<file path="src/rtl/snqh_pkg.sv">
// Shared types, constants, decimal tables and the microcode program of the
// sensor noise/quantize/hold block. No dependencies.
`timescale 1ns / 1ps

package snqh_pkg;

  localparam int FRAC_BITS     = 16;  // fraction bits of the value format
  localparam int REL_FRAC_BITS = 16;  // fraction bits of the relative error
  localparam int MAX_DIGITS    = 4;   // most decimal fraction digits kept
  localparam int DIV_N         = 30;  // dividend width of the reciprocal divide
  localparam int STEP_W        = 5;
  localparam int NUM_STEPS     = 17;
  localparam int CFG_IDX_W     = 3;
  localparam int CFG_DATA_W    = 32;

  // Configuration register indexes.
  typedef enum logic [CFG_IDX_W-1:0] {
    REG_MIN_VALUE       = 3'd0,
    REG_MAX_VALUE       = 3'd1,
    REG_DECIMAL_DIGITS  = 3'd2,
    REG_UPDATE_INTERVAL = 3'd3,
    REG_ABSOLUTE_ERROR  = 3'd4,
    REG_RELATIVE_ERROR  = 3'd5,
    REG_SUM_ERRORS      = 3'd6
  } cfg_reg_t;

  typedef struct packed {
    logic signed [31:0] min_value;
    logic signed [31:0] max_value;
    logic [2:0]         decimal_digits;
    logic [31:0]        update_interval;
    logic [30:0]        absolute_error;
    logic [23:0]        relative_error;
    logic               sum_errors;
  } cfg_t;

  // Datapath operations, one per microcode step.
  typedef enum logic [4:0] {
    OP_NOP,
    OP_REL_MUL,
    OP_ERR,
    OP_OFF_LL,
    OP_OFF_HL,
    OP_OFF_LH,
    OP_OFF_HH,
    OP_OFF_SUM,
    OP_MEAS,
    OP_CLAMP,
    OP_KCALC,
    OP_QA_MUL,
    OP_QA,
    OP_REM_MUL,
    OP_REM,
    OP_QC_MUL,
    OP_STORE,
    OP_EMIT
  } uop_t;

  typedef enum logic [1:0] {
    COND_NEVER,
    COND_HOLD,
    COND_NOERR,
    COND_CLAMP
  } cond_t;

  typedef struct packed {
    uop_t              op;
    cond_t             cond;
    logic [STEP_W-1:0] target;
  } uword_t;

  localparam logic [STEP_W-1:0] STEP_FIRST = 5'd0;
  localparam logic [STEP_W-1:0] STEP_CLAMP = 5'd8;
  localparam logic [STEP_W-1:0] STEP_EMIT  = 5'd16;

  // The program. Steps run in order unless the condition jumps to target.
  localparam uword_t UCODE [NUM_STEPS] = '{
    '{OP_REL_MUL, COND_HOLD,  STEP_EMIT},
    '{OP_ERR,     COND_NOERR, STEP_CLAMP},
    '{OP_OFF_LL,  COND_NEVER, STEP_FIRST},
    '{OP_OFF_HL,  COND_NEVER, STEP_FIRST},
    '{OP_OFF_LH,  COND_NEVER, STEP_FIRST},
    '{OP_OFF_HH,  COND_NEVER, STEP_FIRST},
    '{OP_OFF_SUM, COND_NEVER, STEP_FIRST},
    '{OP_MEAS,    COND_NEVER, STEP_FIRST},
    '{OP_CLAMP,   COND_CLAMP, STEP_EMIT},
    '{OP_KCALC,   COND_NEVER, STEP_FIRST},
    '{OP_QA_MUL,  COND_NEVER, STEP_FIRST},
    '{OP_QA,      COND_NEVER, STEP_FIRST},
    '{OP_REM_MUL, COND_NEVER, STEP_FIRST},
    '{OP_REM,     COND_NEVER, STEP_FIRST},
    '{OP_QC_MUL,  COND_NEVER, STEP_FIRST},
    '{OP_STORE,   COND_NEVER, STEP_FIRST},
    '{OP_EMIT,    COND_NEVER, STEP_FIRST}
  };

  typedef struct packed {
    logic load;
    uop_t op;
  } dp_ctrl_t;

  typedef struct packed {
    logic hold;
    logic noerr;
    logic clamp;
  } dp_flags_t;

  typedef struct packed {
    logic signed [31:0] reading;
    logic signed [31:0] held_reading;
    logic [31:0]        sample_time;
    logic               sample_time_valid;
  } result_t;

  // 10^d for the kept decimal digits.
  function automatic logic [13:0] dec_factor(input logic [2:0] d);
    logic [13:0] f;
    case (d)
      3'd0:    f = 14'd1;
      3'd1:    f = 14'd10;
      3'd2:    f = 14'd100;
      3'd3:    f = 14'd1000;
      default: f = 14'd10000;
    endcase
    return f;
  endfunction

  // ceil(2^(DIV_N + l) / 10^d), exact quotient for dividends below 2^DIV_N.
  function automatic logic [30:0] dec_recip(input logic [2:0] d);
    logic [30:0] m;
    case (d)
      3'd0:    m = 31'd1073741824;
      3'd1:    m = 31'd1717986919;
      3'd2:    m = 31'd1374389535;
      3'd3:    m = 31'd1099511628;
      default: m = 31'd1759218605;
    endcase
    return m;
  endfunction

  // l = ceil(log2(10^d)).
  function automatic logic [3:0] dec_lshift(input logic [2:0] d);
    logic [3:0] l;
    case (d)
      3'd0:    l = 4'd0;
      3'd1:    l = 4'd4;
      3'd2:    l = 4'd7;
      3'd3:    l = 4'd10;
      default: l = 4'd14;
    endcase
    return l;
  endfunction

endpackage

</file>
<file path="src/rtl/snqh_if.sv">
// Valid/ready channel interfaces for the input samples and the readings.
// Depends on nothing.
`timescale 1ns / 1ps

interface snqh_in_if;
  logic               valid;
  logic               ready;
  logic signed [31:0] sample_value;
  logic [31:0]        current_time;
  logic [31:0]        random_word;

  modport source (output valid, sample_value, current_time, random_word, input ready);
  modport sink   (input valid, sample_value, current_time, random_word, output ready);
endinterface

interface snqh_out_if;
  logic               valid;
  logic               ready;
  logic signed [31:0] reading;
  logic signed [31:0] held_reading;
  logic [31:0]        sample_time;
  logic               sample_time_valid;

  modport source (output valid, reading, held_reading, sample_time, sample_time_valid,
                  input ready);
  modport sink   (input valid, reading, held_reading, sample_time, sample_time_valid,
                  output ready);
endinterface

</file>
<file path="src/rtl/snqh_dp.sv">
// Datapath of the sensor block: operand registers, one shared registered
// 32x32 multiplier and the hold state. Depends on snqh_pkg.
`timescale 1ns / 1ps

module snqh_dp (
  input  logic                clk,
  input  logic                rst_n,
  input  snqh_pkg::dp_ctrl_t  ctrl,
  input  snqh_pkg::cfg_t      cfg,
  input  logic signed [31:0]  ld_value,
  input  logic [31:0]         ld_time,
  input  logic [31:0]         ld_random,
  output snqh_pkg::dp_flags_t flags,
  output snqh_pkg::result_t   result
);

  logic signed [31:0] v_r;
  logic [31:0]        now_r;
  logic [31:0]        u_r;
  logic [63:0]        prod_r;
  logic [31:0]        mul_a;
  logic [31:0]        mul_b;
  logic signed [41:0] err_r, err_nxt;
  logic [57:0]        acc_r, acc_nxt;
  logic signed [43:0] m_r, m_nxt;
  logic [29:0]        kmag_r, kmag_nxt;
  logic [29:0]        a_r, a_nxt;
  logic [29:0]        y_r, y_nxt;
  logic signed [31:0] rd_r, rd_nxt;
  logic signed [31:0] held_value_r, held_value_nxt;
  logic [31:0]        held_time_r, held_time_nxt;
  logic               have_r, have_nxt;

  logic [2:0]         digits;
  logic [13:0]        factor;
  logic [30:0]        recip;
  logic [5:0]         dshift;
  logic [31:0]        vmag;
  logic [40:0]        w;
  logic               hold_hit;
  logic [56:0]        rel_rnd;
  logic [39:0]        rel_mag;
  logic signed [41:0] rel_s;
  logic signed [41:0] abs_s;
  logic signed [41:0] err_calc;
  logic signed [43:0] m_neg;
  logic [31:0]        mmag;
  logic signed [43:0] lim_lo;
  logic signed [43:0] lim_hi;
  logic               below;
  logic               above;
  logic [46:0]        k_rnd;
  logic [13:0]        rem_b;
  logic [16:0]        qc;
  logic [33:0]        q;
  logic [33:0]        q_neg;
  logic signed [31:0] r_sat;

  assign digits = (cfg.decimal_digits > 3'(snqh_pkg::MAX_DIGITS)) ?
                  3'(snqh_pkg::MAX_DIGITS) : cfg.decimal_digits;
  assign factor = snqh_pkg::dec_factor(digits);
  assign recip  = snqh_pkg::dec_recip(digits);
  assign dshift = 6'(snqh_pkg::DIV_N) + {2'b00, snqh_pkg::dec_lshift(digits)};

  assign vmag = v_r[31] ? 32'(-v_r) : 32'(v_r);
  assign w    = {err_r[39:0], 1'b0};

  assign hold_hit = have_r &&
                    ({1'b0, now_r} < ({1'b0, held_time_r} + {1'b0, cfg.update_interval}));

  // Relative bound, rounded half away from zero, signed like the value.
  assign rel_rnd = {1'b0, prod_r[55:0]} + (57'd1 << (snqh_pkg::REL_FRAC_BITS - 1));
  assign rel_mag = rel_rnd[snqh_pkg::REL_FRAC_BITS +: 40];
  assign rel_s   = v_r[31] ? -$signed({2'b00, rel_mag}) : $signed({2'b00, rel_mag});
  assign abs_s   = $signed({11'd0, cfg.absolute_error});
  assign err_calc = cfg.sum_errors ? (abs_s + rel_s) : ((abs_s > rel_s) ? abs_s : rel_s);

  assign m_neg = -m_r;
  assign mmag  = m_r[43] ? m_neg[31:0] : m_r[31:0];
  assign lim_lo = 44'(cfg.min_value);
  assign lim_hi = 44'(cfg.max_value);
  assign below  = m_r < lim_lo;
  assign above  = m_r > lim_hi;

  assign k_rnd = {1'b0, prod_r[45:0]} + (47'd1 << (snqh_pkg::FRAC_BITS - 1));
  assign rem_b = 14'(kmag_r - prod_r[29:0]);
  assign qc    = 17'(prod_r >> dshift);
  assign q     = 34'({a_r[17:0], {snqh_pkg::FRAC_BITS{1'b0}}}) + 34'(qc);
  assign q_neg = -q;

  always_comb begin
    if (m_r[43]) begin
      r_sat = (q > 34'h080000000) ? 32'sh80000000 : $signed(q_neg[31:0]);
    end else begin
      r_sat = (q > 34'h07FFFFFFF) ? 32'sh7FFFFFFF : $signed(q[31:0]);
    end
  end

  // Operand selection for the shared multiplier.
  always_comb begin
    mul_a = '0;
    mul_b = '0;
    case (ctrl.op)
      snqh_pkg::OP_REL_MUL: begin
        mul_a = vmag;
        mul_b = {8'd0, cfg.relative_error};
      end
      snqh_pkg::OP_OFF_LL: begin
        mul_a = w[31:0];
        mul_b = {16'd0, u_r[15:0]};
      end
      snqh_pkg::OP_OFF_HL: begin
        mul_a = {23'd0, w[40:32]};
        mul_b = {16'd0, u_r[15:0]};
      end
      snqh_pkg::OP_OFF_LH: begin
        mul_a = w[31:0];
        mul_b = {16'd0, u_r[31:16]};
      end
      snqh_pkg::OP_OFF_HH: begin
        mul_a = {23'd0, w[40:32]};
        mul_b = {16'd0, u_r[31:16]};
      end
      snqh_pkg::OP_CLAMP: begin
        mul_a = mmag;
        mul_b = {18'd0, factor};
      end
      snqh_pkg::OP_QA_MUL: begin
        mul_a = {2'b00, kmag_r};
        mul_b = {1'b0, recip};
      end
      snqh_pkg::OP_REM_MUL: begin
        mul_a = {2'b00, a_r};
        mul_b = {18'd0, factor};
      end
      snqh_pkg::OP_QC_MUL: begin
        mul_a = {2'b00, y_r};
        mul_b = {1'b0, recip};
      end
      default: begin
        mul_a = '0;
        mul_b = '0;
      end
    endcase
  end

  always_comb begin
    err_nxt        = err_r;
    acc_nxt        = acc_r;
    m_nxt          = m_r;
    kmag_nxt       = kmag_r;
    a_nxt          = a_r;
    y_nxt          = y_r;
    rd_nxt         = rd_r;
    held_value_nxt = held_value_r;
    held_time_nxt  = held_time_r;
    have_nxt       = have_r;
    case (ctrl.op)
      snqh_pkg::OP_REL_MUL: begin
        if (hold_hit) begin
          rd_nxt = held_value_r;
        end
      end
      snqh_pkg::OP_ERR: begin
        err_nxt = err_calc;
        m_nxt   = 44'(v_r);
      end
      snqh_pkg::OP_OFF_HL: acc_nxt = {10'd0, prod_r[47:0]};
      snqh_pkg::OP_OFF_LH: acc_nxt = acc_r + {1'b0, prod_r[24:0], 32'd0};
      snqh_pkg::OP_OFF_HH: acc_nxt = (acc_r >> 16) + {10'd0, prod_r[47:0]};
      snqh_pkg::OP_OFF_SUM: acc_nxt = acc_r + {1'b0, prod_r[24:0], 32'd0};
      snqh_pkg::OP_MEAS: begin
        m_nxt = 44'(v_r) - 44'(err_r) + $signed({2'b00, acc_r[57:16]});
      end
      snqh_pkg::OP_CLAMP: begin
        rd_nxt = below ? cfg.min_value : cfg.max_value;
      end
      snqh_pkg::OP_KCALC: kmag_nxt = k_rnd[snqh_pkg::FRAC_BITS +: 30];
      snqh_pkg::OP_QA: a_nxt = 30'(prod_r >> dshift);
      snqh_pkg::OP_REM: begin
        y_nxt = 30'({rem_b, {snqh_pkg::FRAC_BITS{1'b0}}}) + 30'(factor >> 1);
      end
      snqh_pkg::OP_STORE: begin
        rd_nxt         = r_sat;
        held_value_nxt = r_sat;
        held_time_nxt  = now_r;
        have_nxt       = 1'b1;
      end
      default: begin
        rd_nxt = rd_r;
      end
    endcase
  end

  assign flags.hold  = (ctrl.op == snqh_pkg::OP_REL_MUL) && hold_hit;
  assign flags.noerr = (ctrl.op == snqh_pkg::OP_ERR) && (err_calc <= 42'sd0);
  assign flags.clamp = (ctrl.op == snqh_pkg::OP_CLAMP) && (below || above);

  assign result.reading           = rd_r;
  assign result.held_reading      = held_value_r;
  assign result.sample_time       = held_time_r;
  assign result.sample_time_valid = have_r;

  always_ff @(posedge clk) begin
    if (ctrl.load) begin
      v_r   <= ld_value;
      now_r <= ld_time;
      u_r   <= ld_random;
    end
    prod_r <= 64'(mul_a) * 64'(mul_b);
    err_r  <= err_nxt;
    acc_r  <= acc_nxt;
    m_r    <= m_nxt;
    kmag_r <= kmag_nxt;
    a_r    <= a_nxt;
    y_r    <= y_nxt;
    rd_r   <= rd_nxt;
  end

  always_ff @(posedge clk) begin
    if (!rst_n) begin
      held_value_r <= '0;
      held_time_r  <= '0;
      have_r       <= 1'b0;
    end else begin
      held_value_r <= held_value_nxt;
      held_time_r  <= held_time_nxt;
      have_r       <= have_nxt;
    end
  end

  // The held sample only moves on a store step.
  a_held_only_on_store: assert property (@(posedge clk) disable iff (!rst_n)
    !$stable(held_time_r) |-> $past(ctrl.op == snqh_pkg::OP_STORE))
    else $error("held time changed outside a store step");

  // A value that reaches quantization has passed the limits, so fits 32 bits.
  a_store_in_range: assert property (@(posedge clk) disable iff (!rst_n)
    (ctrl.op == snqh_pkg::OP_STORE) |-> (m_r[43:31] == '0 || m_r[43:31] == '1))
    else $error("measurement outside 32-bit range at store");

endmodule

</file>
<file path="src/rtl/sensor_noise_quantize_hold.sv">
// Top level of the sensor noise/quantize/hold block: configuration registers,
// microcode sequencer and output register. Depends on snqh_pkg, snqh_if, snqh_dp.
`timescale 1ns / 1ps

// Usage
// Each input transaction on in_ch carries a true value (signed Q16.16), the
// present tick and 32 random bits. Each one yields exactly one output
// transaction on out_ch: the reading (the limit itself when the noisy value is
// clamped), the held reading, its sample tick and a flag set once a sample has
// been stored. Registers are written through cfg_we/cfg_index/cfg_data at an
// edge with cfg_we high; the user must write them only while no transaction
// is in flight, which the block itself does not enforce. Indexes beyond the
// list are ignored. A microcode program of 17 steps drives one shared,
// registered 32x32 multiplier, which computes nine products in turn. The
// program jumps to its last step when the held value is returned and to the
// clamp step when the error bound is not positive; a clamped reading then goes
// to the last step, any other on through rounding. The next input transaction
// is accepted the cycle after the result is loaded into the output register.
// Reset (rst_n low, synchronous) restores the register defaults, clears the
// held sample and empties the output register. While the receiver stalls, the
// output register holds its transaction and the program waits at its last
// step; an input transaction is still taken once that step has passed.
module sensor_noise_quantize_hold (
  input  logic                                clk,
  input  logic                                rst_n,
  snqh_in_if.sink                             in_ch,
  snqh_out_if.source                          out_ch,
  input  logic                                cfg_we,
  input  logic [snqh_pkg::CFG_IDX_W-1:0]      cfg_index,
  input  logic [snqh_pkg::CFG_DATA_W-1:0]     cfg_data
);

  snqh_pkg::cfg_t                   cfg_r;
  logic                             busy_r;
  logic [snqh_pkg::STEP_W-1:0]      step_r;
  logic                             out_valid_r;
  snqh_pkg::result_t                out_res_r;

  snqh_pkg::uword_t                 uword;
  snqh_pkg::dp_ctrl_t               ctrl;
  snqh_pkg::dp_flags_t              flags;
  snqh_pkg::result_t                dp_res;
  logic                             in_fire;
  logic                             emit_fire;
  logic                             jump;

  // Configuration registers. A write to an unused index does nothing.
  always_ff @(posedge clk) begin
    if (!rst_n) begin
      cfg_r.min_value       <= 32'sh80000000;
      cfg_r.max_value       <= 32'sh7FFFFFFF;
      cfg_r.decimal_digits  <= 3'(snqh_pkg::MAX_DIGITS);
      cfg_r.update_interval <= '0;
      cfg_r.absolute_error  <= '0;
      cfg_r.relative_error  <= '0;
      cfg_r.sum_errors      <= 1'b1;
    end else if (cfg_we) begin
      case (cfg_index)
        snqh_pkg::REG_MIN_VALUE:       cfg_r.min_value       <= $signed(cfg_data);
        snqh_pkg::REG_MAX_VALUE:       cfg_r.max_value       <= $signed(cfg_data);
        snqh_pkg::REG_DECIMAL_DIGITS:  cfg_r.decimal_digits  <= cfg_data[2:0];
        snqh_pkg::REG_UPDATE_INTERVAL: cfg_r.update_interval <= cfg_data;
        snqh_pkg::REG_ABSOLUTE_ERROR:  cfg_r.absolute_error  <= cfg_data[30:0];
        snqh_pkg::REG_RELATIVE_ERROR:  cfg_r.relative_error  <= cfg_data[23:0];
        snqh_pkg::REG_SUM_ERRORS:      cfg_r.sum_errors      <= cfg_data[0];
        default: begin
          cfg_r <= cfg_r;
        end
      endcase
    end
  end

  // The step counter addresses the program; the control word names the
  // datapath operation and an optional conditional jump.
  assign uword     = snqh_pkg::UCODE[step_r];
  assign in_fire   = in_ch.valid && in_ch.ready;
  assign emit_fire = busy_r && (uword.op == snqh_pkg::OP_EMIT) &&
                     (!out_valid_r || out_ch.ready);

  always_comb begin
    case (uword.cond)
      snqh_pkg::COND_HOLD:  jump = flags.hold;
      snqh_pkg::COND_NOERR: jump = flags.noerr;
      snqh_pkg::COND_CLAMP: jump = flags.clamp;
      default:              jump = 1'b0;
    endcase
  end

  assign ctrl.load = in_fire;
  assign ctrl.op   = busy_r ? uword.op : snqh_pkg::OP_NOP;

  always_ff @(posedge clk) begin
    if (!rst_n) begin
      busy_r      <= 1'b0;
      step_r      <= snqh_pkg::STEP_FIRST;
      out_valid_r <= 1'b0;
    end else begin
      if (in_fire) begin
        busy_r <= 1'b1;
        step_r <= snqh_pkg::STEP_FIRST;
      end else if (busy_r) begin
        if (uword.op == snqh_pkg::OP_EMIT) begin
          if (emit_fire) begin
            busy_r <= 1'b0;
          end
        end else begin
          step_r <= jump ? uword.target : step_r + snqh_pkg::STEP_W'(1);
        end
      end
      if (emit_fire) begin
        out_valid_r <= 1'b1;
      end else if (out_ch.ready) begin
        out_valid_r <= 1'b0;
      end
    end
  end

  // Result payload is captured as the program finishes.
  always_ff @(posedge clk) begin
    if (emit_fire) begin
      out_res_r <= dp_res;
    end
  end

  snqh_dp u_dp (
    .clk       (clk),
    .rst_n     (rst_n),
    .ctrl      (ctrl),
    .cfg       (cfg_r),
    .ld_value  (in_ch.sample_value),
    .ld_time   (in_ch.current_time),
    .ld_random (in_ch.random_word),
    .flags     (flags),
    .result    (dp_res)
  );

  assign in_ch.ready              = !busy_r;
  assign out_ch.valid             = out_valid_r;
  assign out_ch.reading           = out_res_r.reading;
  assign out_ch.held_reading      = out_res_r.held_reading;
  assign out_ch.sample_time       = out_res_r.sample_time;
  assign out_ch.sample_time_valid = out_res_r.sample_time_valid;

  // A new transaction always starts the program at its first step.
  a_start: assert property (@(posedge clk) disable iff (!rst_n)
    in_fire |=> (busy_r && step_r == snqh_pkg::STEP_FIRST))
    else $error("program did not start at the first step");

  // The step counter never runs past the final step.
  a_step_bound: assert property (@(posedge clk) disable iff (!rst_n)
    busy_r |-> (step_r <= snqh_pkg::STEP_EMIT))
    else $error("step counter beyond the program");

  // A clamped reading goes straight to the result.
  a_clamp_jump: assert property (@(posedge clk) disable iff (!rst_n)
    (busy_r && flags.clamp) |=> (step_r == snqh_pkg::STEP_EMIT))
    else $error("clamp did not jump to the result step");

  // Finishing a transaction fills the output register and frees the input.
  a_emit: assert property (@(posedge clk) disable iff (!rst_n)
    emit_fire |=> (out_valid_r && !busy_r))
    else $error("result not presented after the last step");

endmodule
</file>
<file path="src/flat_wrapper.sv">
// flat-port wrapper written by rule: the top's interface ports become plain ports
module sensor_noise_quantize_hold_flat 
  (clk, rst_n, cfg_we, cfg_index, cfg_data, in_ch_valid, in_ch_sample_value, in_ch_current_time, in_ch_random_word, in_ch_ready, out_ch_valid, out_ch_reading, out_ch_held_reading, out_ch_sample_time, out_ch_sample_time_valid, out_ch_ready);
  snqh_in_if in_ch_i ();
  snqh_out_if out_ch_i ();
  input  logic clk;
  input  logic rst_n;
  input  logic cfg_we;
  input  logic [snqh_pkg::CFG_IDX_W-1:0] cfg_index;
  input  logic [snqh_pkg::CFG_DATA_W-1:0] cfg_data;
  input wire logic [$bits(in_ch_i.valid)-1:0] in_ch_valid;
  input wire logic [$bits(in_ch_i.sample_value)-1:0] in_ch_sample_value;
  input wire logic [$bits(in_ch_i.current_time)-1:0] in_ch_current_time;
  input wire logic [$bits(in_ch_i.random_word)-1:0] in_ch_random_word;
  output wire logic [$bits(in_ch_i.ready)-1:0] in_ch_ready;
  output wire logic [$bits(out_ch_i.valid)-1:0] out_ch_valid;
  output wire logic [$bits(out_ch_i.reading)-1:0] out_ch_reading;
  output wire logic [$bits(out_ch_i.held_reading)-1:0] out_ch_held_reading;
  output wire logic [$bits(out_ch_i.sample_time)-1:0] out_ch_sample_time;
  output wire logic [$bits(out_ch_i.sample_time_valid)-1:0] out_ch_sample_time_valid;
  input wire logic [$bits(out_ch_i.ready)-1:0] out_ch_ready;
  assign in_ch_i.valid = in_ch_valid;
  assign in_ch_i.sample_value = in_ch_sample_value;
  assign in_ch_i.current_time = in_ch_current_time;
  assign in_ch_i.random_word = in_ch_random_word;
  assign in_ch_ready = in_ch_i.ready;
  assign out_ch_valid = out_ch_i.valid;
  assign out_ch_reading = out_ch_i.reading;
  assign out_ch_held_reading = out_ch_i.held_reading;
  assign out_ch_sample_time = out_ch_i.sample_time;
  assign out_ch_sample_time_valid = out_ch_i.sample_time_valid;
  assign out_ch_i.ready = out_ch_ready;
  sensor_noise_quantize_hold u_core (.clk(clk), .rst_n(rst_n), .in_ch(in_ch_i), .out_ch(out_ch_i), .cfg_we(cfg_we), .cfg_index(cfg_index), .cfg_data(cfg_data));
endmodule
</file>
<file path="config.mk">
export PLATFORM = sky130hd
export DESIGN_NAME = sensor_noise_quantize_hold_flat
export DESIGN_NICKNAME = d
export VERILOG_FILES = /design/src/rtl/snqh_pkg.sv /design/src/rtl/snqh_if.sv /design/src/rtl/snqh_dp.sv /design/src/rtl/sensor_noise_quantize_hold.sv /design/src/flat_wrapper.sv
export SDC_FILE = /design/constraint.sdc
export NUM_CORES = 2
export LEC_CHECK = 0
export BUFFER_PORTS_ARGS = -buffer_cell sky130_fd_sc_hd__buf_2
export CORE_MARGIN = 4
export CORE_UTILIZATION = 40
export DETAILED_ROUTE_END_ITERATION = 8
export SLEW_MARGIN = 10
export SYNTH_ARGS = -nofsm -noshare
export SYNTH_HDL_FRONTEND = slang
export SYNTH_SLANG_ARGS = --single-unit
</file>
<file path="constraint.sdc">
create_clock -name clk -period 10.7 [get_ports clk]
set_input_delay 0.535 -clock clk [delete_from_list [all_inputs] [get_ports clk]]
set_output_delay 0.535 -clock clk [all_outputs]
set_load 0.005 [all_outputs]
</file>
==> flow_summary_export.csv <==
group,metric,value,unit
outcome,status,"finished, final reports clean",
worst_setup_path,worstPathRequired,11310,ps
sta,grt_setup_unrepaired,"true",
finish,fillers,18100,
logic_synthesis,async_reset_ff_frac,0,
pwr,leakage,0.0422,µW
sta,fmax,94.1,MHz
worst_setup_path,cp.depth,44,
worst_setup_path,crit_type,"flip-flop to flip-flop",
route,routed_wl,317000,µm
finish,finalNetCount,11000,
pwr,peakVddDrop,0.136,mV
global_routing,grt_max_degree,107,
die,rows,160,
placement,dp_cells,11600,
clock_tree,clk_latency,780,ps
worst_setup_path,cp-end-kind,"flip-flop",
die,dieArea,199000,µm²
die,die_x,446,µm
sta,finalCriticalPeriod,10630,ps
logic_synthesis,ys.warnings.count,0,
clock_tree,htree_levels,3,
worst_setup_path,crit_path_start_kind,"flip-flop",
worst_setup_path,reg2reg_depth,44,
logic_synthesis,synth_top_family_by_area,"adder cells",
worst_setup_path,slowest_delay,840,ps
clock_tree,cts_root_buffer,"clkbuf_16",
logic_synthesis,synthAdderAreaFrac,0.338,
logic_synthesis,synth_compound_area_frac,0.131,
min_path,whs_path_depth,1,
clock_tree,cts_buffers,82,
logic_synthesis,synth_xor_area_frac,0.0398,
worst_setup_path,crit_arrival,11240,ps
logic_synthesis,syn_area,76900,µm²
logic_synthesis,syn_inst,8498,
placement,pre_cts_ws,-741,ps
route,remaining_drc_errors,0,
clock_tree,cts_tree,"yes",
logic_synthesis,synth.area.mux_share,0.0104,
die,ios,235,
global_routing,grt_pass1_vias,66000,
pwr,power_density,92.6,nW/µm²
finish,fin_cells,11900,
logic_synthesis,synth_seq_cells,725,
sta,final.setup.tns,0,ps
sta,worst-slew-pin-transition,1400,ps
worst_setup_path,worstPathMaxFanout,16,
route,num_vias,67100,
sta,slew_headroom,0.0694,
logic_synthesis,synth-simple-area-share,0.155,
worst_setup_path,cp_slowest_cell,"a222oi_1",
sta,skew,97.1,ps
min_path,hp-class,"input port to flip-flop",
sta,maxSlewViolCount,0,
logic_synthesis,synth_cell_type_count,98,
route,final_antenna_net_count,0,
placement,io_buffers,234,
die,die_y,446,µm
finish,drive_gt1_frac,0.157,
worst_setup_path,worstPathBufferInverterCount,12,
global_routing,antenna_found_initial,18,
placement,gp_congestion,1.06,
clock_tree,clk_pin_slew_worst_paths,70,ps
clock_tree,cts_buffer_depth,3,
sta,setup_slack,70.8,ps
route,viasPerCell,5.64,
finish,area_delta_synth_final,18.9,%
worst_setup_path,crit_family,"adder cells",
logic_synthesis,synth_flop_cell,"edfxtp_1",
sta,hold_viol_final,0,
global_routing,grtUsageTotal,0.316,
sta,fin_crit_sh,0.993,
run,max_cap_violations,0,
worst_setup_path,cp_common_cell,"fa_1",
route,drt_iter0_drc,7241,
global_routing,grt_pass1_wl,457000,µm
placement,hpwl,264000,µm
die,start_util,0.404,
logic_synthesis,synth_edf_count,434,
die,coreArea,191000,µm²
route,wire_per_inst,26.7,µm
sta,setup_viol,0,
global_routing,gr-total-overflow,0,
route,drtPass1Iterations,8,
logic_synthesis,synth_seq_area_share,0.245,
logic_synthesis,syn_avg_cell_area,9.05,µm²
clock_tree,cts_num_sinks,725,
==> routing by layer <==
| layer | wire [µm] | vias to the layer above | track usage |
|---|---|---|---|
| li1 | - | 29700 | - |
| met2 | 138000 | 3223 | 0.478 |
| met1 | 128000 | 33500 | 0.422 |
| met4 | 19500 | 8 | 0.161 |
| met3 | 31600 | 661 | 0.0737 |
| met5 | 52 | - | 0 |
==> power by group <==
group | internal, µW | switching, µW
clock network | 1670 | 1340
registers | 3040 | 130
logic | 833 | 1460
==> sequential cells by signal (all words and copies together), names as in the netlist <==
register and cells:
u_core.u_dp.held_value_r 32, u_core.u_dp.m_r 44, u_core.u_dp.a_r 30, u_core.u_dp.kmag_r 30, u_core.u_dp.v_r 32, u_core.busy_r 1, u_core.out_ch.sample_time_valid 1, u_core.out_ch.sample_time 32
u_core.u_dp.held_time_r 32, u_core.u_dp.prod_r 64, u_core.out_ch.held_reading 32, u_core.cfg_r 155, u_core.u_dp.rd_r 32, u_core.out_ch.valid 1, u_core.u_dp.now_r 32, u_core.u_dp.acc_r 42
u_core.out_ch.reading 32, u_core.u_dp.y_r 21, u_core.u_dp.have_r 1, u_core.u_dp.err_r 42, u_core.step_r 5, u_core.u_dp.u_r 32
==> cell type report <==
class                   count  area, µm²  share of cell area
multi-input cells        6129      53300               0.583
clock inverters            46        606             0.00662
well taps                2511       3140              0.0344
inverters                1275       4790              0.0523
clock buffers             108       2250              0.0246
diodes                     11       27.5            0.000301
repair buffers           1089       8500              0.0930
flip-flops and latches    725      18900               0.206
==> worst register-to-register path: cells and delay by family, from the launching register on <==
family | cells | cell delay (ps)
compound gates | 16 | 3430
xor+xnor | 1 | 90
fa+ha+maj | 10 | 4080
buf+inv | 12 | 1640
flops | 1 | 340
simple gates | 5 | 920
==> cells by family (layout without fill, tap and decap cells) <==
logic type	count (synthesis)	count (layout)
AO/OA/AOI/OAI	1478	1478
buffers and inverters	1657	2518
other	2	26
XOR/XNOR	349	349
multiplexers	72	72
adder cells (fa/ha/maj)	1527	1527
flip-flops	725	725
AND/OR/NAND/NOR	2688	2688
==> final timing paths <==
path / from / end / slack (ps)
hold / removal: in_ch_sample_value[17] / u_core.u_dp.v_r[17]$_DFFE_PP_ / 30
setup reg to reg: u_core.step_r[0]$_SDFFE_PP0P_ / u_core.u_dp.prod_r[62]$_DFF_P_ / 70
hold reg to reg: u_core.u_dp.rd_r[31]$_DFFE_PP_ / u_core.out_ch.reading[31]$_DFFE_PP_ / 400
setup / recovery: u_core.step_r[0]$_SDFFE_PP0P_ / u_core.u_dp.prod_r[62]$_DFF_P_ / 70
==> per-stage QoR <==
step / instance area, µm² / util / power [µW] / hold WS (ps)
after floorplan: 77000 / - / 4420 / 400
after global placement: 86100 / 0.452 / 5360 / 404
after detailed placement: 86100 / 0.452 / 5380 / 405
after CTS: 90300 / 0.474 / 8420 / 1.47
after global routing: 91400 / 0.480 / 8770 / 19.5
final: 91400 / 0.480 / 8470 / 31.8
==> repair_timing <==
action                                  CTS  global route
cloned                                    2             1
hold endpoints to repair                 74             0
endpoints found under the setup margin   23            19
setup buffers                            18            32
gates resized for setup                 103           184
pin swaps                                36           106
hold buffers                             74             0
==> cell usage in the layout (no fill, tap or decap), types with 145 or more instances in the layout <==
master    synthesis  final
nand3_1         155    150
buf_2            20    233
inv_1          1268   1256
xnor2_1         198    195
edfxtp_1        434    434
dfxtp_1         291    289
nand2_1        1169   1155
ha_1            613    594
a21boi_0        169    168
xor2_1          150    145
fa_1            914    906
buf_4             3    710
o21ai_0         264    247
a21oi_1         305    282
nor2_1          767    737
==> cells in the mapped netlist, types with 17 or more instances <==
cell | count | share of area
nand2_1 | 1169 | 0.057
buf_2 | 20 | 0.0013
or2_2 | 26 | 0.0021
nand3_1 | 155 | 0.010
nor4_1 | 25 | 0.0020
a221o_1 | 27 | 0.0035
a211oi_1 | 47 | 0.0046
a21boi_0 | 169 | 0.016
a21oi_1 | 305 | 0.020
and2_1 | 65 | 0.0053
nand2b_1 | 58 | 0.0047
o31ai_1 | 49 | 0.0048
nor3_1 | 105 | 0.0068
xor2_1 | 150 | 0.017
a22o_1 | 37 | 0.0042
or4_1 | 29 | 0.0028
nor2b_1 | 46 | 0.0037
inv_1 | 1268 | 0.062
a21o_1 | 130 | 0.013
edfxtp_1 | 434 | 0.17
and4_1 | 21 | 0.0024
o211ai_1 | 57 | 0.0056
a2111oi_0 | 18 | 0.0020
a221oi_1 | 21 | 0.0024
nor2_1 | 767 | 0.037
fa_1 | 914 | 0.24
o21bai_1 | 35 | 0.0034
o21ai_0 | 264 | 0.017
a211o_1 | 38 | 0.0043
a22oi_1 | 28 | 0.0027
clkbuf_1 | 333 | 0.016
or3_1 | 55 | 0.0045
mux2i_1 | 53 | 0.0069
and3_1 | 53 | 0.0043
o21a_1 | 60 | 0.0059
a31oi_1 | 49 | 0.0040
nand4_1 | 67 | 0.0055
xnor2_1 | 198 | 0.023
ha_1 | 613 | 0.10
buf_1 | 26 | 0.0013
o41ai_1 | 17 | 0.0019
dfxtp_1 | 291 | 0.076
Note: power is estimated with default switching activity, not from simulation.
